===== config.mk =====
export PLATFORM = sky130hd
export DESIGN_NAME = token_lcs_error_counter
export DESIGN_NICKNAME = d
export VERILOG_FILES = /design/src/design/tlcs_pkg.sv /design/src/design/token_lcs_error_counter.sv /design/src/design/tlcs_cell.sv /design/src/design/tlcs_chain.sv
export VERILOG_INCLUDE_DIRS = /design/src /design/src/design
export SDC_FILE = /design/constraint.sdc
export NUM_CORES = 2
export LEC_CHECK = 0
export ABC_AREA = 1
export BUFFER_PORTS_ARGS = -buffer_cell sky130_fd_sc_hd__buf_2
export CAP_MARGIN = 15
export CORE_MARGIN = 2
export CORE_UTILIZATION = 49
export CTS_BUF_LIST = sky130_fd_sc_hd__clkbuf_8
export DETAILED_ROUTE_END_ITERATION = 7
export PLACE_DENSITY = 0.69
export REMOVE_ABC_BUFFERS = 1
export SLEW_MARGIN = 15
export SYNTH_ARGS = -nofsm -noshare
export SYNTH_HDL_FRONTEND = slang
export SYNTH_SLANG_ARGS = --single-unit

===== constraint.sdc =====
create_clock -name clk_i -period 3.91 [get_ports clk_i]
set_clock_uncertainty 0.2 [all_clocks]
set_input_delay 0.391 -clock clk_i [delete_from_list [all_inputs] [get_ports clk_i]]
set_output_delay 0.391 -clock clk_i [all_outputs]
set_load 0.005 [all_outputs]

===== src/design/token_lcs_error_counter_assert.svh =====
// Assertion macros shared by the token LCS error counter
`ifndef TOKEN_LCS_ERROR_COUNTER_ASSERT_SVH
`define TOKEN_LCS_ERROR_COUNTER_ASSERT_SVH

// Same-cycle implication, disabled while in reset
`define TLCS_ASSERT_IMPL(lbl, ante, cons) \
  lbl: assert property (@(posedge clk_i) disable iff (!rst_ni) (ante) |-> (cons)) \
    else $error("assertion failed");

// Next-cycle implication, disabled while in reset
`define TLCS_ASSERT_NEXT(lbl, ante, cons) \
  lbl: assert property (@(posedge clk_i) disable iff (!rst_ni) (ante) |=> (cons)) \
    else $error("assertion failed");

`endif


===== src/design/tlcs_pkg.sv =====
// Package: constants, function codes and chain types for the token LCS error counter
package tlcs_pkg;

  localparam int unsigned MAX_TOKENS = 32;
  localparam int unsigned CNT_W      = $clog2(MAX_TOKENS + 1);
  localparam int unsigned CODE_W     = 32;
  localparam int unsigned RES_W      = 6;

  typedef enum logic [1:0] {
    FUNC_LOAD    = 2'd0,
    FUNC_ANALYSE = 2'd1,
    FUNC_FINISH  = 2'd2
  } func_e;

  // Reference token as written into a cell
  typedef struct packed {
    logic [CODE_W-1:0] code;
    logic              sym;
  } ref_tok_t;

  // Wavefront handed from one cell to the next
  typedef struct packed {
    logic              vld;
    logic [CODE_W-1:0] code;
    logic              sym;
    logic [CNT_W-1:0]  diag;
    logic [CNT_W-1:0]  left;
  } wave_t;

endpackage


===== src/design/token_lcs_error_counter.sv =====
// Top level: token LCS error counter over a chain of DP cells
// Load and finish beats do not make the block busy; a finish result is registered and shows the next cycle.
// An analysed token makes the block busy: its wave steps one cell per cycle
// along the chain, and the next beat is taken once the wave has left the tail.
// Asynchronous active-low reset clears counts, flags, DP values and the running total;
// stored reference codes stay undefined until loaded.
`include "token_lcs_error_counter_assert.svh"

module token_lcs_error_counter (
  input  logic                         clk_i,
  input  logic                         rst_ni,
  input  logic                         in_valid_i,
  output logic                         in_ready_o,
  input  logic [1:0]                   func_i,
  input  logic [tlcs_pkg::CODE_W-1:0]  token_code_i,
  input  logic                         token_is_symbol_i,
  output logic                         out_valid_o,
  input  logic                         out_ready_i,
  output logic [tlcs_pkg::RES_W-1:0]   lcs_length_o,
  output logic [tlcs_pkg::RES_W-1:0]   block_errors_o,
  output logic [tlcs_pkg::CODE_W-1:0]  total_errors_o,
  output logic                         overflow_o
);
  import tlcs_pkg::*;

  logic [CNT_W-1:0]  ref_count_q, ref_count_d;
  logic [CNT_W-1:0]  ana_count_q, ana_count_d;
  logic [CNT_W-1:0]  lcs_q, lcs_d;
  logic              dropped_q, dropped_d;
  logic              busy_q, busy_d;
  logic [CODE_W-1:0] total_q, total_d;
  logic              out_valid_q, out_valid_d;
  logic [RES_W-1:0]  lcs_out_q, err_out_q;
  logic              ovf_out_q;

  logic              in_fire, is_load, is_ana, is_fin;
  logic              load_go, ana_go, clear;
  logic [CNT_W-1:0]  errs;
  logic [CODE_W:0]   sum;
  logic [CNT_W+RES_W-1:0] lcs_ext, err_ext;
  ref_tok_t          load_tok;
  wave_t             wave_in, wave_tail;

  // Beat decode
  assign is_load = (func_i == FUNC_LOAD);
  assign is_ana  = (func_i == FUNC_ANALYSE);
  assign is_fin  = (func_i == FUNC_FINISH);

  // Hold off while a wave runs, or a finish while the result slot is still full
  assign in_ready_o = !busy_q && (!is_fin || !out_valid_q || out_ready_i);
  assign in_fire    = in_valid_i && in_ready_o;

  assign load_go = in_fire && is_load && (ana_count_q == '0) &&
                   (ref_count_q < CNT_W'(MAX_TOKENS));
  assign ana_go  = in_fire && is_ana && (ana_count_q < CNT_W'(MAX_TOKENS));
  assign clear   = in_fire && is_fin;

  assign load_tok.code = token_code_i;
  assign load_tok.sym  = token_is_symbol_i;

  always_comb begin
    wave_in.vld  = ana_go;
    wave_in.code = token_code_i;
    wave_in.sym  = token_is_symbol_i;
    wave_in.diag = '0;
    wave_in.left = '0;
  end

  tlcs_chain u_chain (
    .clk_i       (clk_i),
    .rst_ni      (rst_ni),
    .clear_i     (clear),
    .load_i      (load_go),
    .load_slot_i (ref_count_q),
    .load_tok_i  (load_tok),
    .wave_i      (wave_in),
    .wave_o      (wave_tail)
  );

  // Block result and saturating total
  assign errs    = ref_count_q - lcs_q;
  assign sum     = {1'b0, total_q} + (CODE_W+1)'(errs);
  assign lcs_ext = {{RES_W{1'b0}}, lcs_q};
  assign err_ext = {{RES_W{1'b0}}, errs};

  // Control next state
  always_comb begin
    ref_count_d = ref_count_q;
    ana_count_d = ana_count_q;
    lcs_d       = lcs_q;
    dropped_d   = dropped_q;
    busy_d      = busy_q;
    total_d     = total_q;
    out_valid_d = out_valid_q && !out_ready_i;
    if (wave_tail.vld) begin
      busy_d = 1'b0;
      lcs_d  = wave_tail.left;
    end
    if (load_go) begin
      ref_count_d = ref_count_q + CNT_W'(1);
    end
    if (ana_go) begin
      ana_count_d = ana_count_q + CNT_W'(1);
      busy_d      = 1'b1;
    end
    // Full lists drop the token and flag it
    if (in_fire && is_load && (ana_count_q == '0) && !(ref_count_q < CNT_W'(MAX_TOKENS))) begin
      dropped_d = 1'b1;
    end
    if (in_fire && is_ana && !(ana_count_q < CNT_W'(MAX_TOKENS))) begin
      dropped_d = 1'b1;
    end
    if (clear) begin
      total_d     = sum[CODE_W] ? {CODE_W{1'b1}} : sum[CODE_W-1:0];
      out_valid_d = 1'b1;
      ref_count_d = '0;
      ana_count_d = '0;
      lcs_d       = '0;
      dropped_d   = 1'b0;
    end
  end

  always_ff @(posedge clk_i or negedge rst_ni) begin
    if (!rst_ni) begin
      ref_count_q <= '0;
      ana_count_q <= '0;
      lcs_q       <= '0;
      dropped_q   <= 1'b0;
      busy_q      <= 1'b0;
      total_q     <= '0;
      out_valid_q <= 1'b0;
    end else begin
      ref_count_q <= ref_count_d;
      ana_count_q <= ana_count_d;
      lcs_q       <= lcs_d;
      dropped_q   <= dropped_d;
      busy_q      <= busy_d;
      total_q     <= total_d;
      out_valid_q <= out_valid_d;
    end
  end

  // Result payload
  always_ff @(posedge clk_i) begin
    if (clear) begin
      lcs_out_q <= lcs_ext[RES_W-1:0];
      err_out_q <= err_ext[RES_W-1:0];
      ovf_out_q <= dropped_q;
    end
  end

  assign out_valid_o    = out_valid_q;
  assign lcs_length_o   = lcs_out_q;
  assign block_errors_o = err_out_q;
  assign total_errors_o = total_q;
  assign overflow_o     = ovf_out_q;

  // Checks
  `TLCS_ASSERT_IMPL(a_tail_while_busy, wave_tail.vld, busy_q)
  `TLCS_ASSERT_IMPL(a_ref_count_bound, 1'b1, ref_count_q <= CNT_W'(MAX_TOKENS))
  `TLCS_ASSERT_NEXT(a_finish_emits, clear, out_valid_o)
  `TLCS_ASSERT_IMPL(a_no_beat_while_busy, busy_q, !in_ready_o)

endmodule


===== src/design/tlcs_cell.sv =====
// One DP cell: holds a reference token and its row value, updates it as a wave passes
module tlcs_cell (
  input  logic              clk_i,
  input  logic              rst_ni,
  input  logic              clear_i,
  input  logic              load_en_i,
  input  tlcs_pkg::ref_tok_t load_tok_i,
  input  tlcs_pkg::wave_t   wave_i,
  output tlcs_pkg::wave_t   wave_o
);
  import tlcs_pkg::*;

  logic              loaded_q, loaded_d;
  logic [CODE_W-1:0] code_q;
  logic              sym_q;
  logic [CNT_W-1:0]  dp_q, dp_d;
  logic              wave_vld_q;
  logic [CODE_W-1:0] wave_code_q;
  logic              wave_sym_q;
  logic [CNT_W-1:0]  wave_diag_q, wave_left_q;
  wave_t             wave_d;
  logic              hit;
  logic [CNT_W-1:0]  val;

  // Match and LCS recurrence for this column
  always_comb begin
    hit = (code_q == wave_i.code) || (sym_q && wave_i.sym);
    if (hit) begin
      val = wave_i.diag + CNT_W'(1);
    end else if (dp_q > wave_i.left) begin
      val = dp_q;
    end else begin
      val = wave_i.left;
    end
  end

  // Next state; unloaded cells pass the wave straight on
  always_comb begin
    loaded_d = loaded_q;
    dp_d     = dp_q;
    wave_d   = wave_i;
    if (clear_i) begin
      loaded_d = 1'b0;
      dp_d     = '0;
    end else if (load_en_i) begin
      loaded_d = 1'b1;
    end
    if (wave_i.vld && loaded_q) begin
      dp_d        = val;
      wave_d.diag = dp_q;
      wave_d.left = val;
    end
  end

  always_ff @(posedge clk_i or negedge rst_ni) begin
    if (!rst_ni) begin
      loaded_q   <= 1'b0;
      dp_q       <= '0;
      wave_vld_q <= 1'b0;
    end else begin
      loaded_q   <= loaded_d;
      dp_q       <= dp_d;
      wave_vld_q <= wave_d.vld;
    end
  end

  // Token and wave payload carry no reset
  always_ff @(posedge clk_i) begin
    if (load_en_i) begin
      code_q <= load_tok_i.code;
      sym_q  <= load_tok_i.sym;
    end
    wave_code_q <= wave_d.code;
    wave_sym_q  <= wave_d.sym;
    wave_diag_q <= wave_d.diag;
    wave_left_q <= wave_d.left;
  end

  always_comb begin
    wave_o.vld  = wave_vld_q;
    wave_o.code = wave_code_q;
    wave_o.sym  = wave_sym_q;
    wave_o.diag = wave_diag_q;
    wave_o.left = wave_left_q;
  end

endmodule


===== src/design/tlcs_chain.sv =====
// Row of DP cells with load-slot decode; the wave enters at cell 0 and leaves at the tail
module tlcs_chain (
  input  logic                        clk_i,
  input  logic                        rst_ni,
  input  logic                        clear_i,
  input  logic                        load_i,
  input  logic [tlcs_pkg::CNT_W-1:0]  load_slot_i,
  input  tlcs_pkg::ref_tok_t          load_tok_i,
  input  tlcs_pkg::wave_t             wave_i,
  output tlcs_pkg::wave_t             wave_o
);
  import tlcs_pkg::*;

  wave_t wave [MAX_TOKENS+1];

  assign wave[0] = wave_i;

  for (genvar i = 0; i < MAX_TOKENS; i++) begin : g_cell
    logic load_en;
    // Write the cell whose index equals the current reference count
    assign load_en = load_i && (load_slot_i == CNT_W'(i));

    tlcs_cell u_cell (
      .clk_i      (clk_i),
      .rst_ni     (rst_ni),
      .clear_i    (clear_i),
      .load_en_i  (load_en),
      .load_tok_i (load_tok_i),
      .wave_i     (wave[i]),
      .wave_o     (wave[i+1])
    );
  end

  assign wave_o = wave[MAX_TOKENS];

endmodule


## Word-level counts from Yosys, hierarchy flattened

Index checks and enable logic that the tools add are counted.

- Register bits: 2779
- Word-level logic and storage cells: 853
- Input bits: 39
- Output and inout port bits: 47

- Reductions and logical operators: 219
- Equal/unequal tests: 65
- Muxes and demuxes: 205
- $lt $le $gt $ge: 34
- Add/subtract/negate cells: 35

Operators with widths:

| kind | number |
|---|---|
| equality test 32 bit | 32 |
| 2-to-1 mux 6 bit | 104 |
| 2-to-1 mux 12 bit | 30 |
| adder 6 x 1 -> 6 bit, second input constant | 33 |
| > comparator 6 bit | 31 |
| nonzero test 2 bit | 68 |
| logical AND 1 bit | 107 |
| equality test 6 x 5 -> 1 bit, second input constant | 16 |
| 2-to-1 mux 1 bit | 70 |
| equality test 6 x 4 -> 1 bit, second input constant | 8 |
| logical OR 1 bit | 34 |
| adder 32 x 6 -> 33 bit | 1 |
| 2-to-1 mux 32 bit | 1 |
| equality test 6 x 3 -> 1 bit, second input constant | 4 |
| equality test 6 x 2 -> 1 bit, second input constant | 2 |
| zero test 6 bit | 2 |
| < comparator 6 bit, second input constant | 2 |
| equality test 6 x 1 -> 1 bit, second input constant | 1 |
| > comparator 6 x 1 -> 1 bit, second input constant | 1 |
| zero test 1 bit | 6 |
| subtractor 6 bit | 1 |
| nonzero test 3 bit | 1 |
| equality test 2 x 1 -> 1 bit, second input constant | 1 |
| equality test 2 bit, second input constant | 1 |
| zero test 2 bit | 1 |

## Depth between registers and ports, before layout

- Depth after elaboration: 12
- Gate-level depth with buffers: 20
- Gate-level depth less buffers: 20

## Modules after synthesis

From an unflattened synthesis, not the netlist that was laid out.

- Cell total of the unflattened synthesis: 10184
- Area total of the unflattened synthesis: 108039.9 sq um

Modules (own cells, without submodules):

| module | instances | cells an instance | seq. area each (sq um) | area an instance (sq um) |
|---|---|---|---|---|
| tlcs_cell | 32 | 301 | 2092.0 | 3245.6 |
| token_lcs_error_counter | 1 | 485 | 1716.6 | 3883.7 |
| tlcs_chain | 1 | 67 | 0.0 | 296.5 |

## Least setup slack after synthesis

No wires, ideal clock.

- Path kind: input to register
- From: input out_ready_i
- To: register u_chain.g_cell[0].u_cell.code_q[0] (enable)
- Setup slack: 0.543 ns
- Path buffers: 0
- Data arrival time: 2.744 ns
- Library setup time: 0.423 ns
- Stages: 10
- Cell sequence: inv_1 > nand2_1 > inv_1 > a21oi_2 > nand2_1 > nor3_4 > inv_2 > nor2_1 > nand2_1 > nor2_1

- Longest elaborated chain between the ends: 7

RTL lines:

| item | line | source |
|---|---|---|
| start: declaration | token_lcs_error_counter.sv:18 | `input logic out_ready_i,` |
| logical OR 1 bit | token_lcs_error_counter.sv:50 | `assign in_ready_o = !busy_q && (!is_fin \|\| !out_valid_q \|\| out_ready_i);` |
| logical AND 1 bit | token_lcs_error_counter.sv:50 |  |
| via in_ready_o | token_lcs_error_counter.sv:13 | `output logic in_ready_o,` |
| logical AND 1 bit | token_lcs_error_counter.sv:51 | `assign in_fire = in_valid_i && in_ready_o;` |
| logical AND 1 bit (3 in series) | token_lcs_error_counter.sv:53 | `assign load_go = in_fire && is_load && (ana_count_q == '0) &&` |
| logical AND 1 bit | tlcs_chain.sv:21 | `assign load_en = load_i && (load_slot_i == CNT_W'(i));` |
| via u_chain.g_cell[0].load_en | tlcs_chain.sv:19 | `logic load_en;` |
| end signal: assignment | tlcs_cell.sv:70 | `code_q <= load_tok_i.code;` |
| end: declaration | tlcs_cell.sv:14 | `logic [CODE_W-1:0] code_q;` |

The timed path passes the listed nets, and every way through them passes these cells.
A chain may end at the register's enable or synchronous reset.

## Worst setup path after layout

- From: register ref_count_q[2]
- To: register total_q[29], in the netlist total_errors_o[29]

- Longest elaborated chain between the ends: 3

RTL lines:

| item | line | source |
|---|---|---|
| start: declaration | token_lcs_error_counter.sv:26 | `logic [CNT_W-1:0] ref_count_q, ref_count_d;` |
| start signal: assignment | token_lcs_error_counter.sv:133 | `ref_count_q <= ref_count_d;` |
| subtractor 6 bit | token_lcs_error_counter.sv:81 | `assign errs = ref_count_q - lcs_q;` |
| via errs[5] | token_lcs_error_counter.sv:38 | `logic [CNT_W-1:0] errs;` |
| adder 32 x 6 -> 33 bit | token_lcs_error_counter.sv:82 | `assign sum = {1'b0, total_q} + (CODE_W+1)'(errs);` |
| 2-to-1 mux 32 bit | token_lcs_error_counter.sv:114 | `total_d = sum[CODE_W] ? {CODE_W{1'b1}} : sum[CODE_W-1:0];` |
| end signal: assignment | token_lcs_error_counter.sv:138 | `total_q <= total_d;` |
| end: declaration | token_lcs_error_counter.sv:31 | `logic [CODE_W-1:0] total_q, total_d;` |

The timed path passes the listed nets, and every way through them passes these cells.

==> impl_metrics.env <==
export IMPL_drt_total_wl_mm=218
export IMPL_place_congestion=0.877
export IMPL_path_cells="ha_1 -> a21oi_1 -> nand2_1 -> nand2_1 -> nand2_1 -> a21oi_1 -> xor2_1 -> ha_1 -> a21o_1 -> o21bai_2 -> nand2_4 -> inv_2 -> nand2_1 -> nor2_2 -> nand2_4 -> nand3_1"
export IMPL_synthTopCellsByArea="edfxtp_1 31%, dfxtp_1 27%, nand2_1 11%"
export IMPL_netlist_top_cells_count="3101 x nand2_1, 1401 x dfxtp_1, 1069 x edfxtp_1, 972 x xnor2_1, 791 x inv_1"
export IMPL_cp_data_arrival_time_ns=4.22
export IMPL_finalMaxSlewViolations=0
export IMPL_synth_area_leader_cell="edfxtp_1"
export IMPL_synthMuxAreaShare=0
export IMPL_layout_nets=10400
export IMPL_cpMostUsedCell="nand2_1"
export IMPL_period_share=0.901
export IMPL_maxCapViolations=0
export IMPL_avgSynthCellArea_um2=10.7
export IMPL_tns_ns=0
export IMPL_grt_util_all_layers=0.205
export IMPL_synthAdderAreaFrac=0.0289
export IMPL_crit_family="simple AND/OR/NAND/NOR gates"
export IMPL_drc=0
export IMPL_clk_latency_ns=1.09
export IMPL_synth_xor_area_frac=0.0901
export IMPL_core_area_um2=207000
export IMPL_worst_path_max_fanout=24
export IMPL_post_cts_buffers=0
export IMPL_vias=64300
export IMPL_synth_compound_area_frac=0.0151
export IMPL_io_pins=86
export IMPL_place_hpwl_mm=154
export IMPL_synth_area_um2=103000
export IMPL_max_freq_mhz=284
export IMPL_swShare=0.211
export IMPL_yosys_warnings=0
export IMPL_synthCells=9591
export IMPL_p_sw_mw=11.9
export IMPL_die_w_um=461
export IMPL_yosys_area_share_simple=0.171
export IMPL_clkPwrFrac=0.428
export IMPL_regArea_um2=67900
export IMPL_synth_edf_count=1069
export IMPL_ir_drop_mv=0.423
export IMPL_clock_root_buffer="clkbuf_8"
export IMPL_p_int_mw=44.4
export IMPL_numPortBuffers=85
export IMPL_rsz0062_at_grt="false"
export IMPL_clk_path_buf_depth=4
export IMPL_synth_seq_cells=2779
export IMPL_design_area_um2=116000
export IMPL_power_frac_comb=0.020
export IMPL_ant_nets=0
export IMPL_drt_iter0_drc=3965
export IMPL_dieArea_um2=213000
export IMPL_syn_to_final_growth_pct=13.6
export IMPL_cts_sinks=2779
export IMPL_synth_top_area_frac=0.313
export IMPL_num_rows=167
export IMPL_slew_headroom=0.381
export IMPL_yosysMostFrequentCell="nand2_1"
export IMPL_path_class="reg2reg"
export IMPL_cts_clk_slew_worst_paths_ns=0.07
export IMPL_yosysUniqueCellTypes=40
export IMPL_place_ws_ns=0.296
export IMPL_overflow=0
export IMPL_cts_tree="yes"
export IMPL_worst_pin_slew_ns=0.926
export IMPL_p_leak_nw=48.3
export IMPL_n_fill_cell=17500
export IMPL_grt_pass1_vias=65000
export IMPL_drive_above_1_share=0.0798
export IMPL_worst_hold_slack_ns=0.0990
export IMPL_startpoint_type="register"
export IMPL_slowest_delay_ns=0.46
export IMPL_reg2reg_setup_slack_ns=0.39
export IMPL_drtPass1Iterations=5
export IMPL_end_kind="register"
export IMPL_cp_num_buf_inv=1
export IMPL_synth_async_sr_flop_share=0.111
export IMPL_hold_viol=0
export IMPL_htree_levels=5
export IMPL_synth_top_family_by_area="simple AND/OR/NAND/NOR gates"
export IMPL_utilization=0.561
export IMPL_antenna_found_initial=5
export IMPL_pwr_density_cell_nw_per_um2=483
export IMPL_period_minus_slack_ns=3.52
export IMPL_pwr_share_seq=0.552
export IMPL_multi_input_area_um2=31600
export IMPL_final_setup_viol_count=0
export IMPL_die_y_um=461
export IMPL_layout_setup_ws_ns=0.388
export IMPL_synth_main_ff_cell="dfxtp_1"
export IMPL_wl_per_cell_um=16.3
export IMPL_cts_made_buffers=433
export IMPL_crit_required_ns=4.60
export IMPL_hold_path_class="reg2reg"
export IMPL_grt_max_degree=89
export IMPL_dpl_cell_area_um2=107000
export IMPL_slowest_stage="dfrtp_1"
export IMPL_start_util=0.494
export IMPL_seq_area_frac_synth=0.662
export IMPL_via_per_inst=4.83
export IMPL_grt_pass1_wl_mm=344
export IMPL_outcome="finished clean"
-- registers in the layout, summed over array words and instances, names as in the netlist --
name and flops:
overflow_o 1, block_errors_o 6, ana_count_q 6, dropped_q 1, u_chain.g_cell.u_cell.wave_vld_q 32, busy_q 1, u_chain.g_cell.u_cell.loaded_q 32, u_chain.g_cell.u_cell.wave_sym_q 31
u_chain.g_cell.u_cell.dp_q 192, u_chain.g_cell.u_cell.code_q 1024, lcs_length_o 6, ref_count_q 6, out_valid_o 1, u_chain.g_cell.u_cell.wave_left_q 192, u_chain.g_cell.u_cell.sym_q 32, u_chain.g_cell.u_cell.wave_code_q 992
total_errors_o 32, u_chain.g_cell.u_cell.wave_diag_q 186, lcs_q 6
-- path summary, 6_finish.rpt --
| check | from | endpoint | cells after the start |
|---|---|---|---|
| min reg2reg | u_chain.g_cell[14].u_cell.wave_code_q[9]$_DFF_P_ | u_chain.g_cell[15].u_cell.wave_code_q[9]$_DFF_P_ | 0 |
| max in group asynchronous | rst_ni | u_chain.g_cell[2].u_cell.wave_vld_q$_DFF_PN0_ | 4 |
| max reg2reg | ref_count_q[2]$_DFFE_PN0P_ | total_errors_o[29]$_DFFE_PN0P_ | 16 |
| min in group asynchronous | rst_ni | u_chain.g_cell[14].u_cell.dp_q[4]$_DFFE_PN0P_ | 4 |
| max | ref_count_q[2]$_DFFE_PN0P_ | total_errors_o[29]$_DFFE_PN0P_ | 16 |
| min | u_chain.g_cell[14].u_cell.wave_code_q[9]$_DFF_P_ | u_chain.g_cell[15].u_cell.wave_code_q[9]$_DFF_P_ | 0 |
-- placed cells by master, fill, tap and decap left out, types with 7 or more instances in the layout --
master / instances
dlygate4sd3_1: 51
or2_2: 9
nor2_4: 34
a21oi_1: 74
o21bai_1: 30
diode_2: 9
nand3b_1: 69
buf_4: 78
bufinv_16: 17
edfxtp_1: 1069
clkinvlp_4: 8
clkinv_2: 51
ha_1: 234
dfxtp_1: 1401
o21ai_0: 168
inv_1: 955
buf_2: 84
nand2_1: 3099
nor2_1: 415
buf_12: 7
nand3_1: 625
nand4_1: 15
xor2_1: 83
clkbuf_8: 524
xnor2_1: 972
clkinv_1: 25
dfrtp_1: 309
nor3_1: 68
-- area by class of cell --
type / instances / share of cell area
flip-flops and latches: 2779 / 0.583
diodes: 9 / 0.000193
well taps: 2788 / 0.0299
multi-input cells: 5927 / 0.271
repair buffers: 222 / 0.0146
clock inverters: 268 / 0.0137
inverters: 801 / 0.0258
clock buffers: 524 / 0.0619
-- cell families (layout without fill, tap and decap cells) --
| family | Yosys count | count (layout) |
|---|---|---|
| simple gates | 4348 | 4348 |
| flops | 2779 | 2779 |
| xor+xnor | 1055 | 1055 |
| buf+inv | 885 | 1815 |
| compound gates | 288 | 288 |
| fa+ha+maj | 236 | 236 |
| other cells | 0 | 9 |
-- metal layers --
metal | track usage | share of wire
met1 | 0.258 | 0.44
met2 | 0.358 | 0.50
met3 | 0.0323 | 0.042
met4 | 0.0670 | 0.026
met5 | 0 | 0
-- power by group through the flow --
stage | Combinational (mW) | Sequential (mW) | Clock [mW]
after floorplan | 0.621 | 31.5 | 0
after global placement | 1.09 | 31.6 | 0
after detailed placement | 1.12 | 31.7 | 0
after CTS | 1.17 | 31.0 | 24.7
after global routing | 1.29 | 31.1 | 25.9
final | 1.15 | 31.0 | 24.1
-- worst reg2reg max path, cell delays in order (launching register included) --
cell and delay, ns:
dfrtp_1 0.46, ha_1 0.38, a21oi_1 0.22, nand2_1 0.08, nand2_1 0.08, nand2_1 0.05
a21oi_1 0.15, xor2_1 0.30, ha_1 0.34, a21o_1 0.19, o21bai_2 0.21, nand2_4 0.12
inv_2 0.04, nand2_1 0.10, nor2_2 0.07, nand2_4 0.23, nand3_1 0.14
-- through the flow --
| stage | power, mW | instances |
|---|---|---|
| finish | 56.3 | 13300 |
| global route | 58.3 | 13300 |
| CTS | 56.9 | 13300 |
| detailed placement | 32.8 | 12500 |
| global placement | 32.7 | 12500 |
| floorplan | 32.2 | 9507 |
-- what timing repair did --
item / 4_1_cts / 5_1_grt
hold endpoints to repair: 1489 / 0
hold buffers: 52 / 0
gates resized for setup: 0 / 1
endpoints found under the setup margin: 0 / 3
No activity file was read; power rests on OpenSTA's default activity.
